<file path="src/rtl/core/mfd_pkg.sv">
// Package for the mailbox fabric doorbell block.
// Request/result word types and status codes; no dependencies.
package mfd_pkg;

    localparam int TDATA_IN_W  = 96;   // 94 bits of fields, padded to whole bytes
    localparam int TDATA_OUT_W = 128;  // 124 bits of fields, padded to whole bytes

    typedef enum logic [2:0] {
        ST_SENT    = 3'd0,
        ST_BADARG  = 3'd1,
        ST_FULL    = 3'd2,
        ST_DELIV   = 3'd3,
        ST_NONE    = 3'd4,
        ST_STALE   = 3'd5
    } status_t;

    localparam logic [7:0] CONTROL_TYPE = 8'd1;

    typedef struct packed {
        logic        req_type;
        logic [2:0]  src;
        logic [2:0]  dst;
        logic [7:0]  msg_type;
        logic [7:0]  msg_mode;
        logic [7:0]  length;
        logic [63:0] data;
        logic        bad;
    } req_t;

    typedef struct packed {
        status_t     status;
        logic [2:0]  out_src;
        logic [7:0]  out_type;
        logic [7:0]  out_mode;
        logic [3:0]  out_length;
        logic [63:0] out_data;
        logic        more_pending;
        logic        stopped;
        logic [31:0] processed_count;
    } res_t;

endpackage

</file>
<file path="src/rtl/core/mfd_front.sv">
// Front end: accepts request words, checks ids and length, queues them.
// Depends on mfd_pkg.
module mfd_front #(
    parameter int AGENTS        = 8,
    parameter int PAYLOAD_BYTES = 8,
    parameter int QDEPTH        = 2
) (
    input  logic             clk,
    input  logic             rst_n,
    input  logic             in_valid,
    output logic             in_ready,
    input  mfd_pkg::req_t    in_req,
    input  logic [3:0]       agent_count,
    output logic             q_valid,
    input  logic             q_ready,
    output mfd_pkg::req_t    q_req
);
    import mfd_pkg::*;

    localparam int PW = (QDEPTH > 1) ? $clog2(QDEPTH) : 1;

    req_t          q_mem [QDEPTH];
    logic [PW-1:0] wp_reg, wp_next, rp_reg, rp_next;
    logic [PW:0]   cnt_reg, cnt_next;
    logic          push, pop, bad;
    req_t          cls;

    always_comb
    begin
        bad = ({1'b0, in_req.dst} >= agent_count) || (32'(in_req.dst) >= 32'(AGENTS));
        if (!in_req.req_type)
        begin
            bad = bad || ({1'b0, in_req.src} >= agent_count)
                || (32'(in_req.src) >= 32'(AGENTS)) || (in_req.length == 8'd0)
                || ({24'd0, in_req.length} > 32'(PAYLOAD_BYTES));
        end
        cls     = in_req;
        cls.bad = bad;
    end

    assign in_ready = (cnt_reg != (PW+1)'(QDEPTH));
    assign q_valid  = (cnt_reg != '0);
    assign q_req    = q_mem[rp_reg];
    assign push     = in_valid && in_ready;
    assign pop      = q_valid && q_ready;

    always_comb
    begin
        wp_next  = push ? ((wp_reg == PW'(QDEPTH-1)) ? '0 : wp_reg + 1'b1) : wp_reg;
        rp_next  = pop ? ((rp_reg == PW'(QDEPTH-1)) ? '0 : rp_reg + 1'b1) : rp_reg;
        cnt_next = cnt_reg + (PW+1)'(push) - (PW+1)'(pop);
    end

    always_ff @(posedge clk or negedge rst_n)
    begin
        if (!rst_n)
        begin
            wp_reg  <= '0;
            rp_reg  <= '0;
            cnt_reg <= '0;
        end
        else
        begin
            wp_reg  <= wp_next;
            rp_reg  <= rp_next;
            cnt_reg <= cnt_next;
        end
    end

    always_ff @(posedge clk)
    begin
        if (push)
        begin
            q_mem[wp_reg] <= cls;
        end
    end

    a_cnt_bound: assert property (@(posedge clk) disable iff (!rst_n)
        cnt_reg <= (PW+1)'(QDEPTH)) else $error("queue overflow");
    a_no_push_full: assert property (@(posedge clk) disable iff (!rst_n)
        (cnt_reg == (PW+1)'(QDEPTH)) |-> !in_ready) else $error("push when full");
    a_empty_invalid: assert property (@(posedge clk) disable iff (!rst_n)
        (cnt_reg == '0) |-> !q_valid) else $error("valid when empty");

endmodule

</file>
<file path="config.mk">
export PLATFORM = sky130hd
export DESIGN_NAME = mfd_front
export DESIGN_NICKNAME = d
export VERILOG_FILES = /design/src/rtl/core/mfd_pkg.sv /design/src/rtl/core/mfd_front.sv
export SDC_FILE = /design/constraint.sdc
export NUM_CORES = 1
export LEC_CHECK = 0
export BUFFER_PORTS_ARGS = -buffer_cell sky130_fd_sc_hd__buf_2
export CORE_MARGIN = 2
export CORE_UTILIZATION = 58
export CTS_BUF_LIST = sky130_fd_sc_hd__clkbuf_4 sky130_fd_sc_hd__clkbuf_8
export CTS_CLUSTER_DIAMETER = 200
export DETAILED_ROUTE_END_ITERATION = 8
export PLACE_DENSITY = 0.87
export SLEW_MARGIN = 10
export SYNTH_ARGS = -nofsm -noshare
export SYNTH_HDL_FRONTEND = slang
export SYNTH_SLANG_ARGS = --single-unit
</file>
<file path="constraint.sdc">
create_clock -name clk -period 9.8 [get_ports clk]
set_input_delay 1.96 -clock clk [delete_from_list [all_inputs] [get_ports clk]]
set_output_delay 1.96 -clock clk [all_outputs]
set_load 0.01 [all_outputs]
</file>
==> run metrics, run 1 <==
top cells by area in the synthesized netlist sky130_fd_sc_hd__edfxtp_1 78%, sky130_fd_sc_hd__mux2_2 10%, sky130_fd_sc_hd__mux2_4 6.1%, sky130_fd_sc_hd__dfrtp_1 1.4%, sky130_fd_sc_hd__ha_1 1.4%; Slew @ Worst Pin 1.16 ns; proportion of register bits with asynchronous set or reset after synthesis under 10%; Critical Path Source Type register; DR iter-0 viols 259; share of the clock period used by the worst path 47.1%; first-pass GRT wire length 18,300 um; clk_skew 0.00878 ns; CP max FO 58; Setup Crit Path Kind reg -> out; layout cells sized above 1 59.2%; Hold WC Path Type reg -> reg; net count of the mapped netlist 451; syn avg cell area 21.9 um^2; share of the synthesized netlist area taken by xor and xnor gates less than 1%; sequential cell area 0.00587 mm^2; sum of routed wire length over all layers 12,500 um; tightest hold margin 0.521 ns; detailed-route wire length per cell approximately 17 um; leakage power 3.49 nW; dominant combinational cell family by area after synthesis multiplexers; number of diodes added for antenna fixing 0; PnR worst setup slack 5.19 ns; total of flip-flops plus latches after synthesis around 200; count of standard-cell rows between 40 and 50; layout overhead on the synthesized area 21.4%; share of synthesized cell area in and, or, nand and nor gates 0.945%; PostCTS Resize Cnt 0; # clock sinks 196; Clk Latency, worst-skew pair 0.45 ns; Final Hold Viols 0; result of the run completed; setup repair after global routing missed its margin no; initial core utilization between 50% and 60%; DRC errors left 0; share of cell area taken by muxes after synthesis 16.1%; Most used DFF post-synth sky130_fd_sc_hd__edfxtp_1; kind of capture point of the worst setup path output port; post-synthesis compound-gate area fraction 0.422%; warnings from Yosys 0; initial antenna violation count 1; Synth top cells by count 192 x sky130_fd_sc_hd__edfxtp_1, 66 x sky130_fd_sc_hd__mux2_2, 30 x sky130_fd_sc_hd__mux2_4, 8 x sky130_fd_sc_hd__ha_1; cell taking the most area after synthesis sky130_fd_sc_hd__edfxtp_1; setup_tns 0 ns; overall overflow remaining after global route 0; GRT Resource Usage Total 18.5%; clock-pin transition on the worst setup and hold timing paths 0.09 ns; utilization of the core after routing 71.6%; WP data arrival 2.65 ns; number of nets in the layout 663; Largest register FFs 192; TritonRoute pass-1 iters 4; series of cell instances along the critical path buf_4, mux2_2, buf_2; maximum achievable frequency 217 MHz; share of the yosys chip area belonging to registers 79.1%; number of violations of the max-capacitance limit 0; area share of fa/ha/maj cells after synthesis under 10%; number of ports placed on the die boundary 202; worst IR drop on VDD roughly 0.00021 V; ratio of routed vias to standard cells 5.15; CTS Buf Count 17; worst slack after detailed placement roughly 5.4 ns; floorplan die height 117 um; maximum buffer depth of the clock tree 2; number of flops mapped to enable cells by yosys 192; largest stage delay on the critical path 0.82 ns; CTS tree yes; footprint of the multi-input gates between 0.001 and 0.0015 mm^2; Pwr Density 280 mW/mm^2; Pins Over Slew Limit 0; slowest stage cell on the critical path sky130_fd_sc_hd__dfrtp_4; Detail Route Antenna Nets 0; Std-Cell Core Area 0.0126 mm^2; largest net degree at the start of global routing a little under 90; DIE WIDTH about 120 um; DPL Wire Length 8510 um; weighted congestion at the end of routability-driven global placement roughly 0.79; number of buffers added to fix hold violations after cts 0; combined area of all synthesized cells 0.00741 mm^2; clock root cell sky130_fd_sc_hd__clkbuf_8; post-route minimum period 4.61 ns; library cell with the highest instance count after synthesis sky130_fd_sc_hd__edfxtp_1; # fillers 775; total of buffers placed on input and output ports 200; maximum level of the CTS H-tree 4; number of global-route vias before repair 3,798; Mapped Cells 339; library cells used by synthesis 23; die area 0.0137 mm^2; Yosys top cell area share 77.8%; worst slew margin relative to its limit about 23%; Final setup viols 0; via count of the routed design 3,793; count of buffers added by post-CTS timing repair for setup 0; required time at the endpoint of the critical path around 7.8 ns
final cells by class:
cell class              count  area share (%)
clock inverters            14            1.77
flip-flops and latches    196            65.2
multi-input cells         126            16.1
inverters                   6           0.250
clock buffers              18            2.68
repair buffers            204            11.6
well taps                 172            2.39
critical path, delay by kind of cell (launching register included):
kind | cells | cell delay, ns
buffers and inverters | 2 | 0.91
DFF | 1 | 0.82
muxes | 1 | 0.41
worst paths after layout:
path | slack (ns) | endpoint | from | cells past startpoint
setup / recovery | 5.19 | q_req[13] | rp_reg | 3
hold / removal | 0.52 | cnt_reg[1] | cnt_reg[1] | 1
setup reg to reg | 7.42 | q_mem[0][27] | cnt_reg[1] | 5
hold reg to reg | 0.52 | cnt_reg[1] | cnt_reg[1] | 1
max in group asynchronous | 8.37 | rp_reg | rst_n | 1
min in group asynchronous | 1.29 | cnt_reg[1] | rst_n | 1
cells by family after synthesis:
group | Yosys count
and+or+nand+nor | 12
DFF | 196
muxes | 96
xor gates and xnor gates | 5
AOI/OAI and AO/OA | 5
adders and majority gates | 8
buffers and inverters | 17
through the flow:
step                cells  power, mW  cell area, um^2
floorplan             339       1.78             7410
global placement      703       2.00             8580
detailed placement    703       2.04             8580
CTS                   735       2.55             8980
global route          736       2.65             9000
finish                736       2.52             9000
placed cells by master, fill, tap and decap left out, types with 3 or more instances in the layout:
cell	count
sky130_fd_sc_hd__clkbuf_8	17
sky130_fd_sc_hd__xnor2_1	3
sky130_fd_sc_hd__edfxtp_1	192
sky130_fd_sc_hd__dfrtp_1	3
sky130_fd_sc_hd__buf_2	200
sky130_fd_sc_hd__inv_1	6
sky130_fd_sc_hd__clkinv_2	4
sky130_fd_sc_hd__nand2b_1	3
sky130_fd_sc_hd__mux2_2	66
sky130_fd_sc_hd__bufinv_16	3
sky130_fd_sc_hd__mux2_4	30
sky130_fd_sc_hd__buf_4	3
sky130_fd_sc_hd__ha_1	8
layer usage:
| metal | global-route usage [%] | routed length (um) | up-vias |
|---|---|---|---|
| li1 | - | - | 1762 |
| met1 | 19.9 | 4620 | 1875 |
| met2 | 32.4 | 6770 | 132 |
| met3 | 6.28 | 799 | 24 |
| met4 | 9.25 | 313 | 0 |
| met5 | 0 | 0 | - |
where the power goes:
group	internal [mW]	switching [mW]
clock	0.253	0.261
combinational	0.385	0.396
sequential	1.15	0.0798
total	1.79	0.736
Note: power is estimated with default switching activity, not from simulation.
==> inputs of run 2 (changes only) <==
ABC_AREA = 1   (was unset)
CORE_UTILIZATION = 49   (was 58)
PLACE_DENSITY = 0.78   (was 0.87)
clock period = 4 ns   (was 9.8 ns; I/O delays follow)
==> run metrics, run 2 <==
result of the run completed (unchanged); crit path buf inv count 3 (was 2); library cells used by synthesis 16 (was 23); # clock sinks 196 (unchanged); maximum level of the CTS H-tree 4 (unchanged); Critical Path Source Type register (unchanged); number of diodes added for antenna fixing 0 (unchanged); Synth top cells by count 303 x sky130_fd_sc_hd__nand2_1, 192 x sky130_fd_sc_hd__edfxtp_1, 18 x sky130_fd_sc_hd__inv_1, 13 x sky130_fd_sc_hd__buf_2, 10 x sky130_fd_sc_hd__nor2_1 (was 192 x sky130_fd_sc_hd__edfxtp_1, 66 x sky130_fd_sc_hd__mux2_2, 30 x sky130_fd_sc_hd__mux2_4, 8 x sky130_fd_sc_hd__ha_1); leakage power 3.95 nW (was 3.49 nW); Most used DFF post-synth sky130_fd_sc_hd__edfxtp_1 (unchanged); clk_skew 0.0114 ns (was 0.00878 ns); post-route minimum period roughly 3 ns; worst slack after detailed placement 1.39 ns (was 5.42 ns); weighted congestion at the end of routability-driven global placement 0.753 (was 0.786); net switching power 2.20 mW (was 0.736 mW); CTS tree yes (unchanged); relative contribution of the clock network to total power 19.9% (was 20.4%); family with the most delay on the worst path buffers and inverters (unchanged); clock root cell sky130_fd_sc_hd__clkbuf_8 (unchanged); proportion of power drawn by combinational gates 33.2% (was 31.0%); initial core utilization 50.7% (was 59.0%); count of buffers added by post-CTS timing repair for setup 0 (unchanged); net count of the mapped netlist 679 (was 451); Largest register FFs 192 (unchanged); share of the yosys chip area belonging to registers 79.0% (was 79.1%); clock-pin transition on the worst setup and hold timing paths 0.09 ns (about the same); number of nets in the layout 883 (was 663); floorplan die height 127 um (was 117 um); number of cells in the finished layout apart from fillers 968 (was 736); share of synthesized cell area in and, or, nand and nor gates 16.1% (was 0.945%); first-pass GRT wire length 22,100 um (was 18,300 um); most common library cell in the layout ignoring fill and taps sky130_fd_sc_hd__nand2_1 (was sky130_fd_sc_hd__buf_2); layout cells sized above 1 30.9% (was 59.2%); number of flops mapped to enable cells by yosys 192 (unchanged); CTS Buf Count 17 (unchanged); DR iter-0 viols 276 (was 259); library cell with the highest instance count after synthesis sky130_fd_sc_hd__nand2_1 (was sky130_fd_sc_hd__edfxtp_1); kind of capture point of the worst setup path output port (unchanged); layout overhead on the synthesized area 21.3% (was 21.4%); Std-Cell Core Area 0.0146 mm^2 (was 0.0126 mm^2); Placed Instance Area 0.00860 mm^2 (was 0.00858 mm^2); ratio of routed vias to standard cells 4.81 (was 5.15); initial antenna violation count 1 (unchanged); detailed-route wire length per cell 14.8 um (was 17.0 um); Pins Over Slew Limit 0 (unchanged); Slew @ Worst Pin 0.796 ns (was 1.16 ns); number of violations of the max-capacitance limit 0 (unchanged); Yosys top cell area share 77.7% (was 77.8%); warnings from Yosys 0 (unchanged); top cells by area in the synthesized netlist sky130_fd_sc_hd__edfxtp_1 78%, sky130_fd_sc_hd__nand2_1 15%, sky130_fd_sc_hd__dfrtp_1 1.3%, sky130_fd_sc_hd__ha_1 1.3%, sky130_fd_sc_hd__inv_1 0.91% (was sky130_fd_sc_hd__edfxtp_1 78%, sky130_fd_sc_hd__mux2_2 10%, sky130_fd_sc_hd__mux2_4 6.1%, sky130_fd_sc_hd__dfrtp_1 1.4%, sky130_fd_sc_hd__ha_1 1.4%); Detail Route Antenna Nets 0 (unchanged); DRC errors left 0 (unchanged); dominant combinational cell family by area after synthesis simple AND/OR/NAND/NOR gates (was multiplexers); internal portion of total power 4.09 mW (was 1.79 mW); maximum buffer depth of the clock tree 2 (unchanged); TritonRoute pass-1 iters 4 (unchanged); fraction of power spent switching nets 34.9% (was 29.2%); largest net degree at the start of global routing 69 (was 89); Setup Crit Path Kind reg -> out (unchanged); sum of routed wire length over all layers 14,400 um (was 12,500 um); setup_tns 0 ns (unchanged); total power 6.29 mW (was 2.52 mW); Placed Cells 936 (was 703); Mapped Cells 567 (was 339); PostCTS Resize Cnt 0 (unchanged); Final Hold Viols 0 (unchanged); PnR worst setup slack 0.987 ns (was 5.19 ns); die area 0.0161 mm^2 (was 0.0137 mm^2); worst slew margin relative to its limit 47.0% (was 22.6%); total of flip-flops plus latches after synthesis 196 (unchanged); # fillers 1,149 (was 775); count of standard-cell rows 44 (was 41); Clk Latency, worst-skew pair 0.44 ns (was 0.45 ns); DIE WIDTH 127 um (was 117 um); register share of total power 47.0% (was 48.7%); via count of the routed design 4,654 (was 3,793); commonest non-fill, non-tap cells in the layout 303 x sky130_fd_sc_hd__nand2_1, 200 x sky130_fd_sc_hd__buf_2, 192 x sky130_fd_sc_hd__edfxtp_1 (was 200 x sky130_fd_sc_hd__buf_2, 192 x sky130_fd_sc_hd__edfxtp_1, 66 x sky130_fd_sc_hd__mux2_2); cell taking the most area after synthesis sky130_fd_sc_hd__edfxtp_1 (unchanged); Critical Path Most Common Cell sky130_fd_sc_hd__nand2_1; share of cell area taken by muxes after synthesis 0% (was 16.1%); combined area of all synthesized cells 0.00742 mm^2 (was 0.00741 mm^2); setup repair after global routing missed its margin no (unchanged); number of buffers added to fix hold violations after cts 0 (unchanged); required time at the endpoint of the critical path 3.20 ns (was 7.84 ns); post-synthesis compound-gate area fraction 0.270% (was 0.422%); share of the clock period used by the worst path 75.3%; number of ports placed on the die boundary 202 (unchanged); Pwr Density 699 mW/mm^2 (was 280 mW/mm^2); proportion of register bits with asynchronous set or reset after synthesis 2.04% (unchanged); overall overflow remaining after global route 0 (unchanged); CP max FO 64 (was 58); WP data arrival 2.21 ns (was 2.65 ns); series of cell instances along the critical path inv_4, buf_12, nand2_1, nand2_1, buf_2 (was buf_4, mux2_2, buf_2); maximum achievable frequency 332 MHz; share of the synthesized netlist area taken by xor and xnor gates 0.354% (was 0.591%); total of buffers placed on input and output ports 200 (unchanged); worst IR drop on VDD 0.000369 V (was 0.000208 V); slowest stage cell on the critical path sky130_fd_sc_hd__dfrtp_4 (unchanged); syn avg cell area 13.1 um^2 (was 21.9 um^2); Hold WC Path Type in -> async (was reg -> reg); Non-Filler Cell Area, Final 0.00900 mm^2 (about the same); DPL Wire Length 9430 um (was 8510 um); Final setup viols 0 (unchanged); GRT Resource Usage Total 17.9% (was 18.5%); area share of fa/ha/maj cells after synthesis 1.35% (about the same); largest stage delay on the critical path 0.64 ns (was 0.82 ns); number of global-route vias before repair 4,605 (was 3,798)
## run 2: changes by cell type after synthesis, sizes merged, moves of 2 or more
cell | before | now
buf | 11 | 21
inv | 6 | 19
mux2 | 96 | 0
nand2 | 1 | 303
nand2b | 3 | 0
nand3 | 0 | 2
nor2 | 2 | 10
## run 2: area by class of cell
class                      count  area [um^2]  share of cell area, %
clock buffer                  24          312                   3.46
clock inverter                 8         91.3                   1.01
inverter                      19         73.8                  0.820
multi-input combinational    331         1350                   15.0
sequential                   196         5870                   65.2
tap                          184          230                   2.56
timing repair buffer         206         1070                   11.9
## run 2: worst paths after layout
kind	startpoint	endpoint	depth (start not counted)	slack (ns)
min	rst_n	cnt_reg[0]	1	0.14
max	rp_reg	q_req[70]	5	0.99
max in group asynchronous	rst_n	rp_reg	1	3.71
min reg2reg	cnt_reg[0]	cnt_reg[0]	1	0.54
max reg2reg	cnt_reg[1]	q_mem[1][18]	4	1.96
min in group clk	cnt_reg[0]	cnt_reg[0]	1	0.54
## run 2: worst reg2reg max path: stages (launching register included)
cell,delay (ns)
sky130_fd_sc_hd__dfrtp_1,0.41
sky130_fd_sc_hd__nand2_1,0.11
sky130_fd_sc_hd__nand2_1,0.16
sky130_fd_sc_hd__nor2_4,0.58
sky130_fd_sc_hd__buf_12,0.39
## run 2: kinds of logic (layout without fill, tap and decap cells)
family | count (synthesis) | after routing
AO/OA/AOI/OAI | 4 | 4
XOR/XNOR | 3 | 3
buffers and inverters | 40 | 257
AND/OR/NAND/NOR | 316 | 316
flip-flops | 196 | 196
adder cells (fa/ha/maj) | 8 | 8
## run 2: per-layer routing
| layer | track usage, % | wire length [um] |
|---|---|---|
| met5 | 0 | 13 |
| met1 | 19.9 | 5670 |
| met3 | 6.87 | 1290 |
| met4 | 5.69 | 150 |
| met2 | 32.0 | 7240 |
## run 2: power by group through the flow
stage,combinational (mW),sequential (mW),clock (mW)
2_1_floorplan,1.33,2.96,0
3_3_place_gp,2.09,2.98,0
3_5_place_dp,2.13,3.01,0
4_1_cts,2.14,2.96,1.29
5_1_grt,2.33,3.00,1.37
6_report,2.08,2.95,1.25
## run 2: per-stage QoR
step / utilization (%) / hold WS, ns
2_1_floorplan: - / 0.493
3_3_place_gp: 58.7 / 0.511
3_5_place_dp: 58.7 / 0.518
4_1_cts: 61.5 / 0.108
5_1_grt: 61.5 / 0.0988
6_report: 61.5 / 0.145
==> inputs of run 3 (changes only) <==
clock period = 2.5 ns   (was 4 ns; I/O delays follow)
==> run metrics, run 3 (synthesis results as in run 2) <==
result of the run completed (unchanged); commonest non-fill, non-tap cells in the layout 301 x sky130_fd_sc_hd__nand2_1, 200 x sky130_fd_sc_hd__buf_2, 192 x sky130_fd_sc_hd__edfxtp_1 (was 303 x sky130_fd_sc_hd__nand2_1, 200 x sky130_fd_sc_hd__buf_2, 192 x sky130_fd_sc_hd__edfxtp_1); DPL Wire Length 9170 um (was 9430 um); Hold WC Path Type in -> reg (was in -> async); register share of total power 46.4% (was 47.0%); clk_skew 0.00812 ns (was 0.0114 ns); kind of capture point of the worst setup path output port (unchanged); proportion of power drawn by combinational gates 34.8% (was 33.2%); CTS Buf Count 17 (unchanged); floorplan die height 127 um (unchanged); clock-pin transition on the worst setup and hold timing paths 0.10 ns (was 0.09 ns); setup_tns 0 ns (unchanged); Clk Latency, worst-skew pair 0.45 ns (was 0.44 ns); first-pass GRT wire length 22,000 um (was 22,100 um); Pwr Density 1110 mW/mm^2 (was 699 mW/mm^2); maximum level of the CTS H-tree 4 (unchanged); total power 10.0 mW (was 6.29 mW); overall overflow remaining after global route 0 (unchanged); Detail Route Antenna Nets 0 (unchanged); Pins Over Slew Limit 0 (unchanged); detailed-route wire length per cell 14.5 um (was 14.8 um); via count of the routed design 4,634 (was 4,654); # clock sinks 196 (unchanged); number of global-route vias before repair 4,707 (was 4,605); worst slew margin relative to its limit 67.2% (was 47.0%); DR iter-0 viols 298 (was 276); Largest register FFs 192 (unchanged); ratio of routed vias to standard cells 4.77 (was 4.81); net switching power 3.56 mW (was 2.20 mW); Slew @ Worst Pin 0.491 ns (was 0.796 ns); CP max FO 49 (was 64); Final setup viols 0 (unchanged); number of violations of the max-capacitance limit 0 (unchanged); relative contribution of the clock network to total power 18.8% (was 19.9%); layout overhead on the synthesized area 21.7% (was 21.3%); DIE WIDTH 127 um (unchanged); largest net degree at the start of global routing 97 (was 69); weighted congestion at the end of routability-driven global placement 0.743 (was 0.753); Std-Cell Core Area 0.0146 mm^2 (unchanged); internal portion of total power 6.46 mW (was 4.09 mW); number of nets in the layout 886 (was 883); clock root cell sky130_fd_sc_hd__clkbuf_8 (unchanged); die area 0.0161 mm^2 (unchanged); fraction of power spent switching nets 35.5% (was 34.9%); initial core utilization 50.7% (unchanged); worst IR drop on VDD 0.000626 V (was 0.000369 V); initial antenna violation count 0 (was 1); Final Hold Viols 0 (unchanged); Critical Path Source Type register (unchanged); maximum achievable frequency 432 MHz; count of standard-cell rows 44 (unchanged); CTS tree yes (unchanged); layout cells sized above 1 31.1% (was 30.9%); sum of routed wire length over all layers 14,100 um (was 14,400 um); GRT Resource Usage Total 17.9% (about the same); required time at the endpoint of the critical path 2.00 ns (was 3.20 ns); WP data arrival 1.82 ns (was 2.21 ns); share of the clock period used by the worst path between 90% and 100%; most common library cell in the layout ignoring fill and taps sky130_fd_sc_hd__nand2_1 (unchanged); leakage power 3.96 nW (was 3.95 nW); count of buffers added by post-CTS timing repair for setup 0 (unchanged); maximum buffer depth of the clock tree 2 (unchanged); DRC errors left 0 (unchanged); TritonRoute pass-1 iters 4 (unchanged); total of buffers placed on input and output ports 200 (unchanged); Setup Crit Path Kind reg -> out (unchanged); utilization of the core after routing 61.7% (was 61.5%); number of diodes added for antenna fixing 0 (unchanged); post-route minimum period around 2.3 ns; number of ports placed on the die boundary 202 (unchanged); setup repair after global routing missed its margin no (unchanged); tightest hold margin 0.231 ns (was 0.145 ns)
## run 3: area by class of cell
| class | instances | area [um^2] |
|---|---|---|
| fill | 1186 | 5610 |
| timing repair buffer | 209 | 1130 |
| clock buffer | 17 | 234 |
| clock inverter | 15 | 131 |
| multi-input combinational | 331 | 1360 |
| tap | 184 | 230 |
| inverter | 19 | 73.8 |
| sequential | 196 | 5870 |
## run 3: per-stage QoR
step	instance area [um^2]	worst slack, ns	std cells
after floorplan	7440	0.0130	567
after global placement	8650	0.655	938
after detailed placement	8650	0.632	938
after CTS	9030	0.105	971
after global routing	9030	0.0212	971
final	9030	0.184	971
## run 3: routing by layer
layer  up-vias  share of wire, %  track usage [%]
li1       2300                 -                -
met1      2147                39             19.6
met2       171                50             31.6
met3        16               9.6             7.37
met4         0               1.4             6.46
met5         -                 0                0
## run 3: repair_timing
action / 4_1_cts / 5_1_grt
hold endpoints to repair: 4 / 0
gates resized for setup: 0 / 0
hold buffers: 1 / 0
## run 3: power groups by stage
stage / Clock (mW) / Combinational, mW / Sequential, mW
2_1_floorplan: 0 / 2.14 / 4.71
3_3_place_gp: 0 / 3.50 / 4.70
3_5_place_dp: 0 / 3.54 / 4.73
4_1_cts: 1.95 / 3.56 / 4.66
5_1_grt: 2.08 / 3.92 / 4.72
6_report: 1.88 / 3.49 / 4.65
## run 3: worst max-delay path, cell delays in order (launching register included)
cell and delay (ns):
sky130_fd_sc_hd__dfrtp_4 0.52, sky130_fd_sc_hd__inv_4 0.23, sky130_fd_sc_hd__buf_12 0.27, sky130_fd_sc_hd__nand2_1 0.09, sky130_fd_sc_hd__nand2_1 0.09, sky130_fd_sc_hd__buf_2 0.13
## run 3: final timing paths
path / startpoint / to / slack, ns / depth (start not counted)
setup / recovery: rp_reg / q_req[69] / 0.18 / 5
hold / removal: in_req[9] / q_mem[0][9] / 0.23 / 1
setup reg to reg: cnt_reg[0] / q_mem[1][53] / 0.89 / 5
hold reg to reg: cnt_reg[0] / cnt_reg[0] / 0.58 / 1
max in group asynchronous: rst_n / rp_reg / 1.98 / 2
min in group asynchronous: rst_n / rp_reg / 0.38 / 2
